===== src/design/tmlf_pkg.sv =====
// ----------------------------------------------------------------------------
// tmlf_pkg: shared types and constants for the trimmed mean level filter
// Field widths, register map, and the command/status bundles that pass
// between the controller and the datapath.
// ----------------------------------------------------------------------------
`default_nettype none

package tmlf_pkg;

  // Field widths
  localparam int CH_W      = 2;
  localparam int LVL_W     = 16;
  localparam int CFG_IDX_W = 3;

  // Register map: one height and one override register per tank
  localparam int REG_SETS    = 3;
  localparam int REG_HEIGHT0 = 0;
  localparam int REG_FAKE0   = 3;

  // Average is valid only with more than this many nonzero samples
  localparam int MIN_COUNT = 5;

  localparam logic [LVL_W-1:0] LVL_MAX = 16'hFFFF;

  // Controller to datapath
  typedef struct packed {
    logic load;       // capture the accepted request
    logic commit;     // write level into the ring, start a new scan
    logic scan;       // issue one ring read
    logic div_start;  // launch the divider
    logic out_load;   // fill the output register
  } tmlf_cmd_t;

  // Datapath to controller
  typedef struct packed {
    logic ch_ok;      // captured channel has its own state and registers
    logic scan_last;  // this read is the oldest entry of the window
    logic enough;     // nonzero sample count gives a valid average
    logic div_done;   // quotient ready
    logic out_free;   // output register empty or being drained
  } tmlf_sts_t;

endpackage

`default_nettype wire


===== src/design/tmlf_div.sv =====
// ----------------------------------------------------------------------------
// tmlf_div: iterative unsigned divider
// Restoring division, two quotient bits per cycle. The remainder never
// reaches the divisor, so it stays D_W bits wide.
// ----------------------------------------------------------------------------
`default_nettype none

module tmlf_div #(
  parameter int N_W = 19,
  parameter int D_W = 3
) (
  input  wire logic           clk,
  input  wire logic           rst,
  input  wire logic           start,
  input  wire logic [N_W-1:0] numer,
  input  wire logic [D_W-1:0] denom,
  output logic                done,
  output logic [N_W-1:0]      quot
);

  localparam int NP_W  = N_W + (N_W % 2);
  localparam int STEPS = NP_W / 2;
  localparam int SC_W  = (STEPS > 1) ? $clog2(STEPS) : 1;

  logic            busy;
  logic [SC_W-1:0] step_cnt;
  logic [D_W-1:0]  rem;
  logic [D_W-1:0]  den;
  logic [NP_W-1:0] qsh;
  logic [D_W-1:0]  rem_next;
  logic [NP_W-1:0] qsh_next;

  // Two restoring steps per cycle
  always_comb begin
    logic [D_W:0]    t;
    logic [D_W-1:0]  r;
    logic [NP_W-1:0] q;
    r = rem;
    q = qsh;
    for (int i = 0; i < 2; i++) begin
      t = {r, q[NP_W-1]};
      if (t >= {1'b0, den}) begin
        r = D_W'(t - {1'b0, den});
        q = {q[NP_W-2:0], 1'b1};
      end else begin
        r = t[D_W-1:0];
        q = {q[NP_W-2:0], 1'b0};
      end
    end
    rem_next = r;
    qsh_next = q;
  end

  // Control
  always_ff @(posedge clk) begin
    if (rst) begin
      busy     <= 1'b0;
      done     <= 1'b0;
      step_cnt <= '0;
    end else begin
      done <= 1'b0;
      if (start) begin
        busy     <= 1'b1;
        step_cnt <= SC_W'(STEPS - 1);
      end else if (busy) begin
        if (step_cnt == '0) begin
          busy <= 1'b0;
          done <= 1'b1;
        end else begin
          step_cnt <= step_cnt - 1'b1;
        end
      end
    end
  end

  // Operands and partial results
  always_ff @(posedge clk) begin
    if (start) begin
      qsh <= NP_W'(numer);
      rem <= '0;
      den <= denom;
    end else if (busy) begin
      qsh <= qsh_next;
      rem <= rem_next;
    end
  end

  assign quot = qsh[N_W-1:0];

endmodule

`default_nettype wire


===== src/design/tmlf_datapath.sv =====
// ----------------------------------------------------------------------------
// tmlf_datapath: level computation, sample rings and trimmed mean
// Holds the config registers, per-channel ring memory with valid bits,
// window accumulators, the divider and the output register.
// ----------------------------------------------------------------------------
`default_nettype none

module tmlf_datapath #(
  parameter int RING_DEPTH = 10,
  parameter int WINDOW     = 7,
  parameter int CHANNELS   = 3
) (
  input  wire logic                            clk,
  input  wire logic                            rst,
  input  wire tmlf_pkg::tmlf_cmd_t             cmd,
  output tmlf_pkg::tmlf_sts_t                  sts,
  input  wire logic [tmlf_pkg::CH_W-1:0]       in_channel,
  input  wire logic                            in_sensor_ok,
  input  wire logic [tmlf_pkg::LVL_W-1:0]      in_distance,
  input  wire logic                            cfg_we,
  input  wire logic [tmlf_pkg::CFG_IDX_W-1:0]  cfg_index,
  input  wire logic [tmlf_pkg::LVL_W-1:0]      cfg_data,
  output logic                                 m_tvalid,
  input  wire logic                            m_tready,
  output logic [2*tmlf_pkg::LVL_W-1:0]         m_tdata,
  output logic [tmlf_pkg::CH_W+1:0]            m_tuser
);

  localparam int LVL_W     = tmlf_pkg::LVL_W;
  localparam int CH_W      = tmlf_pkg::CH_W;
  localparam int WIN_EFF   = (WINDOW > RING_DEPTH) ? RING_DEPTH : WINDOW;
  localparam int CI_W      = (CHANNELS > 1) ? $clog2(CHANNELS) : 1;
  localparam int PTR_W     = $clog2(RING_DEPTH);
  localparam int MEM_DEPTH = CHANNELS * RING_DEPTH;
  localparam int MA_W      = $clog2(MEM_DEPTH);
  localparam int K_W       = $clog2(WIN_EFF);
  localparam int CNT_W     = $clog2(WIN_EFF + 1);
  localparam int SUM_W     = LVL_W + CNT_W;
  localparam logic [MA_W-1:0]  RD_M     = MA_W'(RING_DEPTH);
  localparam logic [PTR_W-1:0] PTR_LAST = PTR_W'(RING_DEPTH - 1);

  // Config registers
  logic [LVL_W-1:0] height [tmlf_pkg::REG_SETS];
  logic [LVL_W-1:0] fake   [tmlf_pkg::REG_SETS];

  // Per-channel state
  logic [PTR_W-1:0] wp_tab     [CHANNELS];
  logic [LVL_W-1:0] last_lvl   [CHANNELS];
  logic [LVL_W-1:0] stored_avg [CHANNELS];
  logic [MEM_DEPTH-1:0] vbit;
  logic [LVL_W-1:0] ring_mem [MEM_DEPTH];

  // Current request
  logic [CH_W-1:0]  ch_r;
  logic             ok_r;
  logic [LVL_W-1:0] dist_r;
  logic [LVL_W-1:0] level_r;
  logic             lvl_chg_r;

  // Scan and accumulate
  logic [PTR_W-1:0] rd_idx;
  logic [K_W-1:0]   scan_k;
  logic             rd_pend;
  logic [LVL_W-1:0] rd_data;
  logic             rd_vld;
  logic [SUM_W-1:0] sum;
  logic [CNT_W-1:0] cnt;
  logic [LVL_W-1:0] hi;
  logic [LVL_W-1:0] lo;

  logic [CI_W-1:0]  ci;
  logic [1:0]       rs;
  logic [LVL_W-1:0] level;
  logic [PTR_W-1:0] wp_cur;
  logic [PTR_W-1:0] wp_next;
  logic [PTR_W-1:0] rd_prev;
  logic [MA_W-1:0]  base;
  logic [MA_W-1:0]  wr_addr;
  logic [MA_W-1:0]  rd_addr;
  logic [LVL_W-1:0] smp;
  logic [SUM_W-1:0] numer;
  logic [SUM_W-1:0] quot;
  logic             div_done;
  logic             enough;
  logic [LVL_W-1:0] avg_now;
  logic             chg_now;

  assign ci = CI_W'(ch_r);
  assign rs = ch_r;

  // Instant level: override, clamped difference, or zero on failure
  always_comb begin
    if (fake[rs] != '0) begin
      level = fake[rs];
    end else if (!ok_r || (dist_r > height[rs])) begin
      level = '0;
    end else begin
      level = height[rs] - dist_r;
    end
  end

  // Ring addressing
  assign wp_cur  = wp_tab[ci];
  assign wp_next = (wp_cur == PTR_LAST) ? '0 : wp_cur + 1'b1;
  assign rd_prev = (rd_idx == '0) ? PTR_LAST : rd_idx - 1'b1;
  assign base    = MA_W'(ci) * RD_M;
  assign wr_addr = base + MA_W'(wp_cur);
  assign rd_addr = base + MA_W'(rd_prev);

  assign smp    = rd_vld ? rd_data : '0;
  assign enough = 32'(cnt) > tmlf_pkg::MIN_COUNT;
  assign numer  = sum - SUM_W'(hi) - SUM_W'(lo);

  assign avg_now = enough ? quot[LVL_W-1:0] : '0;
  assign chg_now = lvl_chg_r || (enough && (avg_now != stored_avg[ci]));

  // Status
  always_comb begin
    sts.ch_ok     = (32'(ch_r) < CHANNELS) && (32'(ch_r) < tmlf_pkg::REG_SETS);
    sts.scan_last = (scan_k == K_W'(WIN_EFF - 1));
    sts.enough    = enough;
    sts.div_done  = div_done;
    sts.out_free  = !m_tvalid || m_tready;
  end

  // Config register writes; unknown indexes do nothing
  always_ff @(posedge clk) begin
    if (rst) begin
      for (int i = 0; i < tmlf_pkg::REG_SETS; i++) begin
        height[i] <= '0;
        fake[i]   <= '0;
      end
    end else if (cfg_we) begin
      if (32'(cfg_index) < tmlf_pkg::REG_FAKE0) begin
        height[2'(cfg_index)] <= cfg_data;
      end else if (32'(cfg_index) < tmlf_pkg::REG_FAKE0 + tmlf_pkg::REG_SETS) begin
        fake[2'(cfg_index - tmlf_pkg::CFG_IDX_W'(tmlf_pkg::REG_FAKE0))] <= cfg_data;
      end
    end
  end

  // Per-channel state and ring valid bits
  always_ff @(posedge clk) begin
    if (rst) begin
      vbit <= '0;
      for (int i = 0; i < CHANNELS; i++) begin
        wp_tab[i]     <= '0;
        last_lvl[i]   <= '0;
        stored_avg[i] <= '0;
      end
    end else begin
      if (cmd.commit) begin
        wp_tab[ci]    <= wp_next;
        last_lvl[ci]  <= level;
        vbit[wr_addr] <= 1'b1;
      end
      if (cmd.out_load && enough) begin
        stored_avg[ci] <= avg_now;
      end
    end
  end

  // Request capture and per-request registers
  always_ff @(posedge clk) begin
    if (cmd.load) begin
      ch_r   <= in_channel;
      ok_r   <= in_sensor_ok;
      dist_r <= in_distance;
    end
    if (cmd.commit) begin
      level_r   <= level;
      lvl_chg_r <= (level != last_lvl[ci]);
      rd_idx    <= wp_next;
      scan_k    <= '0;
    end else if (cmd.scan) begin
      rd_idx <= rd_prev;
      scan_k <= scan_k + 1'b1;
    end
  end

  // Ring memory: one write, one registered read
  always_ff @(posedge clk) begin
    if (cmd.commit) begin
      ring_mem[wr_addr] <= level;
    end
    if (cmd.scan) begin
      rd_data <= ring_mem[rd_addr];
      rd_vld  <= vbit[rd_addr];
    end
  end

  always_ff @(posedge clk) begin
    if (rst) begin
      rd_pend <= 1'b0;
    end else begin
      rd_pend <= cmd.scan;
    end
  end

  // Window accumulators over nonzero samples
  always_ff @(posedge clk) begin
    if (cmd.commit) begin
      sum <= '0;
      cnt <= '0;
      hi  <= '0;
      lo  <= tmlf_pkg::LVL_MAX;
    end else if (rd_pend && (smp != '0)) begin
      sum <= sum + SUM_W'(smp);
      cnt <= cnt + 1'b1;
      if (smp > hi) begin
        hi <= smp;
      end
      if (smp < lo) begin
        lo <= smp;
      end
    end
  end

  tmlf_div #(
    .N_W (SUM_W),
    .D_W (CNT_W)
  ) u_div (
    .clk   (clk),
    .rst   (rst),
    .start (cmd.div_start),
    .numer (numer),
    .denom (cnt - CNT_W'(2)),
    .done  (div_done),
    .quot  (quot)
  );

  // Output register
  always_ff @(posedge clk) begin
    if (rst) begin
      m_tvalid <= 1'b0;
    end else if (cmd.out_load) begin
      m_tvalid <= 1'b1;
    end else if (m_tready) begin
      m_tvalid <= 1'b0;
    end
  end

  always_ff @(posedge clk) begin
    if (cmd.out_load) begin
      m_tdata <= {avg_now, level_r};
      m_tuser <= {chg_now, enough, ch_r};
    end
  end

endmodule

`default_nettype wire


===== src/design/tmlf_ctrl.sv =====
// ----------------------------------------------------------------------------
// tmlf_ctrl: sequencer for the trimmed mean level filter
// Steps one request through capture, ring write, window scan, optional
// division and output load; a request on an unsupported channel is dropped.
// ----------------------------------------------------------------------------
`default_nettype none

module tmlf_ctrl (
  input  wire logic                clk,
  input  wire logic                rst,
  input  wire logic                s_tvalid,
  output logic                     s_tready,
  input  wire tmlf_pkg::tmlf_sts_t sts,
  output tmlf_pkg::tmlf_cmd_t      cmd
);

  typedef enum logic [2:0] {
    IDLE,
    LEVEL,
    SCAN,
    DRAIN,
    DECIDE,
    DIVIDE,
    FINISH
  } state_t;

  state_t state;
  state_t state_next;

  assign s_tready = (state == IDLE);

  // Next state and commands
  always_comb begin
    state_next = state;
    cmd        = '0;
    unique case (state)
      IDLE: begin
        if (s_tvalid) begin
          cmd.load   = 1'b1;
          state_next = LEVEL;
        end
      end
      LEVEL: begin
        // unsupported channel: drop the request
        if (sts.ch_ok) begin
          cmd.commit = 1'b1;
          state_next = SCAN;
        end else begin
          state_next = IDLE;
        end
      end
      SCAN: begin
        cmd.scan = 1'b1;
        if (sts.scan_last) begin
          state_next = DRAIN;
        end
      end
      DRAIN: begin
        state_next = DECIDE;
      end
      DECIDE: begin
        if (sts.enough) begin
          cmd.div_start = 1'b1;
          state_next    = DIVIDE;
        end else begin
          state_next = FINISH;
        end
      end
      DIVIDE: begin
        if (sts.div_done) begin
          state_next = FINISH;
        end
      end
      FINISH: begin
        if (sts.out_free) begin
          cmd.out_load = 1'b1;
          state_next   = IDLE;
        end
      end
      default: begin
        state_next = IDLE;
      end
    endcase
  end

  always_ff @(posedge clk) begin
    if (rst) begin
      state <= IDLE;
    end else begin
      state <= state_next;
    end
  end

endmodule

`default_nettype wire


===== src/design/trimmed_mean_level_filter.sv =====
// ----------------------------------------------------------------------------
// trimmed_mean_level_filter: per-tank level with trimmed mean smoothing
// A request passes capture, ring write, window scan, drain and decide, then
// the divider when an average forms, then the output load. One request at a
// time; the window scan through the single ring read port and the
// 2-bit-per-cycle divider set the rate.
// A request on an unsupported channel is dropped in the LEVEL state.
// Reset clears config, rings (per-entry valid bits), pointers and history.
// ----------------------------------------------------------------------------
`default_nettype none

module trimmed_mean_level_filter #(
  parameter int RING_DEPTH = 10,
  parameter int WINDOW     = 7,
  parameter int CHANNELS   = 3
) (
  input  wire logic                            clk,
  input  wire logic                            rst,
  // request channel
  input  wire logic                            s_tvalid,
  output logic                                 s_tready,
  input  wire logic [tmlf_pkg::LVL_W-1:0]      s_tdata,   // [15:0] distance
  input  wire logic [tmlf_pkg::CH_W:0]         s_tuser,   // [1:0] channel, [2] sensor_ok
  // result channel
  output logic                                 m_tvalid,
  input  wire logic                            m_tready,
  output logic [2*tmlf_pkg::LVL_W-1:0]         m_tdata,   // [15:0] level, [31:16] average
  output logic [tmlf_pkg::CH_W+1:0]            m_tuser,   // [1:0] out_channel,
                                                          // [2] average_valid, [3] changed
  // config write port
  input  wire logic                            cfg_we,
  input  wire logic [tmlf_pkg::CFG_IDX_W-1:0]  cfg_index,
  input  wire logic [tmlf_pkg::LVL_W-1:0]      cfg_data
);

  tmlf_pkg::tmlf_cmd_t cmd;
  tmlf_pkg::tmlf_sts_t sts;

  tmlf_ctrl u_ctrl (
    .clk      (clk),
    .rst      (rst),
    .s_tvalid (s_tvalid),
    .s_tready (s_tready),
    .sts      (sts),
    .cmd      (cmd)
  );

  tmlf_datapath #(
    .RING_DEPTH (RING_DEPTH),
    .WINDOW     (WINDOW),
    .CHANNELS   (CHANNELS)
  ) u_dp (
    .clk          (clk),
    .rst          (rst),
    .cmd          (cmd),
    .sts          (sts),
    .in_channel   (s_tuser[tmlf_pkg::CH_W-1:0]),
    .in_sensor_ok (s_tuser[tmlf_pkg::CH_W]),
    .in_distance  (s_tdata),
    .cfg_we       (cfg_we),
    .cfg_index    (cfg_index),
    .cfg_data     (cfg_data),
    .m_tvalid     (m_tvalid),
    .m_tready     (m_tready),
    .m_tdata      (m_tdata),
    .m_tuser      (m_tuser)
  );

  // Output register is only loaded when empty or draining
  a_no_overwrite: assert property (@(posedge clk) disable iff (rst)
    cmd.out_load |-> (!m_tvalid || m_tready))
    else $error("result overwritten before it was taken");

  // One request in flight at a time
  a_one_in_flight: assert property (@(posedge clk) disable iff (rst)
    (s_tvalid && s_tready) |=> !s_tready)
    else $error("second request accepted while busy");

  // Invalid average always reports zero
  a_avg_zero: assert property (@(posedge clk) disable iff (rst)
    (m_tvalid && !m_tuser[tmlf_pkg::CH_W]) |->
      (m_tdata[2*tmlf_pkg::LVL_W-1:tmlf_pkg::LVL_W] == '0))
    else $error("nonzero average without valid flag");

  // Divider only launched with a valid sample count
  a_div_count: assert property (@(posedge clk) disable iff (rst)
    cmd.div_start |-> (sts.enough && sts.ch_ok))
    else $error("divider started without enough samples");

endmodule

`default_nettype wire

===== config.mk =====
export PLATFORM = sky130hd
export DESIGN_NAME = trimmed_mean_level_filter
export DESIGN_NICKNAME = d
export VERILOG_FILES = /design/src/design/tmlf_pkg.sv /design/src/design/tmlf_div.sv /design/src/design/tmlf_datapath.sv /design/src/design/tmlf_ctrl.sv /design/src/design/trimmed_mean_level_filter.sv
export SDC_FILE = /design/constraint.sdc
export NUM_CORES = 1
export LEC_CHECK = 0
export BUFFER_PORTS_ARGS = -buffer_cell sky130_fd_sc_hd__buf_2
export CAP_MARGIN = 20
export CORE_MARGIN = 5
export CORE_UTILIZATION = 38
export CTS_CLUSTER_SIZE = 24
export DETAILED_ROUTE_END_ITERATION = 8
export HOLD_SLACK_MARGIN = 0.05
export PLACE_DENSITY = 0.56
export SYNTH_ARGS = -nofsm -noshare
export SYNTH_HDL_FRONTEND = slang
export SYNTH_SLANG_ARGS = --single-unit

===== constraint.sdc =====
create_clock -name clk -period 5.3 [get_ports clk]
set_input_delay 0.265 -clock clk [delete_from_list [all_inputs] [get_ports clk]]
set_output_delay 0.265 -clock clk [all_outputs]
set_load 0.005 [all_outputs]

# Yosys cells after proc, flatten, opt, wreduce, memory -nomap -nowiden
# Memories as Yosys holds them, arrays and structs flattened. A register that Yosys moved wholly into a read port is not among the register bits.
# Cells that the tools add are included.
[op_classes]
addsub = 15
multipliers = 1
n_div = 0
n_lt_le_gt_ge = 12
n_eq_ne = 15
n_shift = 0
mux = 81
n_bitwise = 3
n_reduce_logical = 29
[ops]
columns = ["cell", "count"]
rows = [
  ["two-way mux 16 bit", 8],
  ["OR reduction 16 bit", 4],
  ["two-way mux 1 bit", 42],
  ["two-way mux 19 bit", 2],
  ["subtractor 19 x 16 -> 19 bit", 2],
  ["greater-than comparator 16 bit", 2],
  ["two-way mux 4 bit", 8],
  ["inequality test 16 bit", 2],
  ["nonzero test 16 bit", 2],
  ["bitwise OR 30 bit", 1],
  ["two-way mux 2 bit", 12],
  ["case mux 3 bit (7 select lines)", 1],
  ["adder 19 x 16 -> 19 bit", 1],
  ["two-way mux 3 bit", 6],
  ["< comparator 16 bit", 1],
  ["subtractor 16 bit", 1],
  ["equality test 3 bit, second input constant", 4],
  ["< comparator 5 x 6 -> 1 bit, second input constant", 2],
  ["adder 5 x 4 -> 5 bit", 2],
  [">= comparator 4 x 3 -> 1 bit", 2],
  ["logical NOT 4 bit", 2],
  ["inequality test 2 bit, second input constant", 4],
  ["AND reduction 2 bit", 4],
  ["subtractor 4 x 1 -> 4 bit, second input constant", 2],
  ["27 further kinds", 39],
]
[totals]
regBits = 201
latch_bits = 0
ramBits = 684
rom_bits = 0
input_bits = 43
out_inout_bits = 38
wordCells = 188
mem_count = 6
[memory_table]
columns = ["name", "words", "word_bits", "rd", "rd_clocked_by_memory_dff", "write_ports", "line_no", "rtl"]
rows = [
  ["u_dp.ring_mem", 30, 16, 1, 1, 1, "tmlf_datapath.sv:51", "logic [LVL_W-1:0] ring_mem [MEM_DEPTH];"],
  ["u_dp.fake", 3, 16, 1, 1, 3, "tmlf_datapath.sv:44", "logic [LVL_W-1:0] fake [tmlf_pkg::REG_SETS];"],
  ["u_dp.height", 3, 16, 1, 1, 3, "tmlf_datapath.sv:43", "logic [LVL_W-1:0] height [tmlf_pkg::REG_SETS];"],
  ["u_dp.last_lvl", 3, 16, 1, 1, 3, "tmlf_datapath.sv:48", "logic [LVL_W-1:0] last_lvl [CHANNELS];"],
  ["u_dp.stored_avg", 3, 16, 1, 1, 3, "tmlf_datapath.sv:49", "logic [LVL_W-1:0] stored_avg [CHANNELS];"],
  ["u_dp.wp_tab", 3, 4, 1, 1, 3, "tmlf_datapath.sv:47", "logic [PTR_W-1:0] wp_tab [CHANNELS];"],
]

# Longest topological paths before layout
[depth]
depth_word = 10
mapped_depth = 20
depth_no_buf = 16

# Hierarchy
# Synthesis repeated with hierarchy kept, for this count alone.
[unflattened]
cells_unflattened = 2666
hier_area_um2 = 42751.0
[modules_own_cells]
columns = ["module", "instances", "cells_each", "area_per_inst_um2", "seq_area_each_um2"]
rows = [
  ["tmlf_datapath", 1, 2497, 40787.9, 27196.1],
  ["tmlf_div", 1, 141, 1730.4, 860.8],
  ["tmlf_ctrl", 1, 28, 232.7, 60.1],
]

# Worst setup path after synthesis
# OpenSTA, ideal clock, no wires.
[synth_path]
kind = "flip-flop to flip-flop"
startpoint = "register (tool-made name)"
endpoint = "memory u_dp.last_lvl[3][14], data pin"
setup_time_ps = 344
arrival_ps = 4538
required_ps = 4956
setup_slack_ps = 418
path_stages_with_launch = 18
n_path_buf = 8
synth_period_minus_slack_ps = 4882
cell_sequence = "dfxtp_1 -> buf_6 -> buf_6 -> buf_4 -> buf_4 -> buf_2 -> buf_2 -> mux4_2 -> ha_1 -> nor3_1 -> a211o_1 -> o21ai_0 -> a311oi_1 -> nor3_2 -> buf_4 -> buf_4 -> a21oi_1 -> inv_1"
[synth_rtl]
columns = ["item", "line_no"]
rows = [
  ["end, declared", "tmlf_datapath.sv:48"],
]

==> metrics list <==
- Result of the run: complete, no violations
* Final period utilization: a little over 80%
- Endpoints failing hold: 0
- Leading cell types by total area after synthesis: sky130_fd_sc_hd__edfxtp_1, sky130_fd_sc_hd__mux4_2, sky130_fd_sc_hd__dfxtp_1
- Routability-driven placement finished with a final weighted congestion of between 0.8 and 0.9.
* Die footprint: between 0.1 and 0.15 mm2
- Total power divided by cell area: a little over 600 mW/mm2
- Std-Cell Rows: between 100 and 150
- Remaining max-slew budget at the tightest pin: between 30% and 40%
- IO Count: 81
- Gates resized during post-CTS repair numbered 0.
- Number of global-route vias before repair: 24800
- The die is about 340 um tall.
- NumNets Final: roughly 3100
- Period minus WS final: 4.38 ns
- Clock latency on the worst-skew pair, taken at its later pin, is between 0.6 and 0.7 ns.
* Drt pass-1 iters: 8
- The initial antenna violation count is 2.
* Avg Inst Size Synth: roughly 16 um2
- Buffers added to address setup during post-CTS repair amount to 0.
- STA puts the critical path data required time at between 5 and 6 ns.
* Setup TNS: 0 ns
* Data arrival time of the critical path: 4.79 ns
- Number of buffers inserted by port buffering: 80
- Commonest cells in the synthesized netlist: sky130_fd_sc_hd__edfxtp_1, sky130_fd_sc_hd__nor2_1, sky130_fd_sc_hd__mux4_2, sky130_fd_sc_hd__inv_1, sky130_fd_sc_hd__nand2_1
- Count of pins over their slew limit: 0
- Worst setup path class: reg -> reg
- The share of the Yosys chip area taken by registers is between 60% and 70%.
* Post-route standard cell area excluding fillers: 0.0495 mm2
- TritonCTS built the clock tree.
- Starting utilization of the core area: about two fifths
* Leading area contributor after synthesis: sky130_fd_sc_hd__edfxtp_1
- Clock tree synthesis selected as its root buffer the cell sky130_fd_sc_hd__clkbuf_16.
- Core area: roughly 0.11 mm2
- For this run, the leading register cell type out of synthesis is sky130_fd_sc_hd__edfxtp_1.
- For this run, asynchronously set or reset flops after synthesis account for 0%.
- In the final routed layout, each cell accounts on average for ~24 um.
* Number of max-cap violations: 0
- The detailed router finished its first iteration with 2016 violations.
- In this run, synthesis inferred slightly below 900 flip-flops with an integrated enable.
- For this block, the via count after detailed routing is about 24000.
- Share of post-route cells with drive strength above 1: roughly 21%
- The synthesized netlist occupies a cell area of around 0.042 mm2.
- Clock tree synthesis inserted a total of 100 buffers.
* Detailed-route DRC error count: 0
- Counting tap cells, the placed design contains a total of between 4000 and 5000 instances.
- Synthesis produced a netlist whose cell count is 2707.
* Antenna-violating nets left: 0
* Number of filler instances in the final layout: approximately 9700
- Crit start category: register
- Global route total overflow: 0
* Placed wire-length estimate after detailed placement: between 60 and 70 mm
- Measured along the x axis, the die boundary spans 344 um.
- At the pin with the least slew margin, the transition time is a little over 1 ns.
- Overall routing resource usage: a little under a fifth
- Type of destination of the critical path: register
* Global-route wire length before repair: between 150 and 200 mm
* Wirelength, routed: approximately 110 mm
* Unrepaired setup endpoints after global routing: false
* Post-layout utilization of the core: between 40% and 50%
* Flop and latch count out of synthesis: just under 1000
- The netlist uses 75 different library cells.
* Number of clock sinks: approximately 970
- The analysis attributes to cell leakage a power of approximately 18 nW.
- Clock transition at path regs: 0.06 ns
* Crit-path max FO: 32
- Area grow syn2layout: 16.7%
- Fin cells: between 4000 and 5000
- Number of warnings reported in the yosys synthesis log: 0
* Depth of the CTS H-tree: 3
- Of the post-synthesis cell area, the dominant cell type holds approximately 61%.
- On the final layout, the worst clock skew is around 0.033 ns.
- Setup violations remaining at the end of the flow were counted as 0.
* Top-count cell post-synth: sky130_fd_sc_hd__edfxtp_1
- Worst ir drop on vdd: ~0.54 mV
- CTS max path bufs: 3
- The min-delay analysis places its worst path in the category in -> reg.
- Based on the critical path, the design can be clocked at up to approximately 0.23 GHz.
- After detailed placement, the total cell area comes to 0.0455 mm2.
* Number of vias per cell: approximately 5.3
- Maximum number of pins on one net before global-route repair: between 90 and 100
==> path summary, 6_finish.rpt <==
check | from | to | slack (ns) | cells past startpoint
worst min register to register | u_dp.level_r[2] | u_dp.m_tdata[2] | 0.42 | 0
worst min-delay path | rst | u_dp.vbit[28] | 0.14 | 2
worst max-delay path | register | u_dp.ring_mem[4][0] | 0.92 | 12
worst max register to register | register | u_dp.ring_mem[4][0] | 0.92 | 12
==> worst max-delay path, stage by stage, from the launching register on <==
cell                       delay [ns]
sky130_fd_sc_hd__dfxtp_4         0.47
sky130_fd_sc_hd__buf_4           0.41
sky130_fd_sc_hd__mux4_2          0.56
sky130_fd_sc_hd__ha_1            0.38
sky130_fd_sc_hd__a21oi_1         0.38
sky130_fd_sc_hd__o21ai_0         0.24
sky130_fd_sc_hd__a311oi_1        0.34
sky130_fd_sc_hd__buf_4           0.20
sky130_fd_sc_hd__nor3_2          0.04
sky130_fd_sc_hd__buf_4           0.22
sky130_fd_sc_hd__a21oi_1         0.45
sky130_fd_sc_hd__inv_1           0.16
sky130_fd_sc_hd__buf_12          0.19
==> logic make-up after synthesis <==
| family | share of synthesized area (%) |
|---|---|
| xor gates and xnor gates | 1.32 |
| other | 0.00885 |
| adders and majority gates | 3.90 |
| DFF | 66.3 |
| muxes | 13.2 |
| buffers and inverters | 2.38 |
| AOI/OAI and AO/OA | 4.55 |
| and+or+nand+nor | 8.25 |
==> final cells by class <==
type | count | area (um2) | share of cell area (%)
inverter | 141 | 531 | 1.07
clock inverter | 63 | 838 | 1.69
multi-input combinational | 1532 | 13600 | 27.5
timing repair buffer | 220 | 1840 | 3.72
antenna | 1 | 2.50 | 0.00506
clock buffer | 126 | 2680 | 5.42
tap | 1488 | 1860 | 3.76
sequential | 971 | 28100 | 56.9
==> registers in the layout, summed over array words and instances, names as in the netlist, 19 cells and up, named ones only <==
register and flops:
u_dp.sum 19, u_dp.stored_avg 64, u_dp.ring_mem 480, u_dp.u_div.qsh 20
u_dp.fake 64, u_dp.m_tdata 32, u_dp.vbit 30, u_dp.height 64
u_dp.last_lvl 64
==> cells in the final DEF (no fill, tap or decap), drive strengths merged, types with 6 or more instances in the layout <==
cell type | synthesis | layout
edfxtp | 867 | 867
nor2 | 273 | 273
mux4 | 220 | 220
buf | 35 | 184
inv | 141 | 145
nand2 | 127 | 127
clkbuf | 79 | 126
and2 | 116 | 116
dfxtp | 104 | 104
ha | 97 | 97
a21oi | 84 | 84
o21ai | 55 | 55
conb | 1 | 52
nor3 | 52 | 52
xnor2 | 47 | 47
clkinv | 0 | 38
dlygate4sd3 | 0 | 36
mux2 | 35 | 35
nand2b | 30 | 30
mux2i | 25 | 25
a21o | 24 | 24
nand3 | 22 | 22
fa | 22 | 22
nor2b | 20 | 20
o21a | 20 | 20
a31oi | 20 | 20
bufinv | 0 | 18
xor2 | 17 | 17
nor4 | 15 | 15
and3 | 12 | 12
a211oi | 11 | 11
o31ai | 11 | 11
nor3b | 10 | 10
or3 | 9 | 9
o211ai | 8 | 8
or2 | 7 | 7
nand4 | 7 | 7
or4 | 6 | 6
nor4b | 6 | 6
==> stage by stage <==
stage	hold WS, ns	worst slack, ns	total power [W]
CTS	0.0635	0.913	0.0307
global route	0.130	0.528	0.0320
global placement	0.412	1.02	0.0229
floorplan	0.364	0.418	0.0186
detailed placement	0.406	0.944	0.0231
finish	0.138	0.920	0.0304
==> power breakdown <==
group | switching (W) | internal, W
logic | 0.00740 | 0.00541
registers | 0.000337 | 0.00976
clock network | 0.00299 | 0.00447
==> routing by layer <==
metal	vias to the layer above	global-route usage [%]	part of all wire, %
met5	-	0	0
met4	0	5.00	2.5
met3	141	3.67	5.9
met2	646	29.3	47
met1	12600	25.0	44
li1	10800	-	-
==> timing repair <==
item,in CTS,in global routing
hold buffers,36,0
hold endpoints to repair,150,0
setup endpoints to repair,0,0
Power figures use the tool's default switching activity.
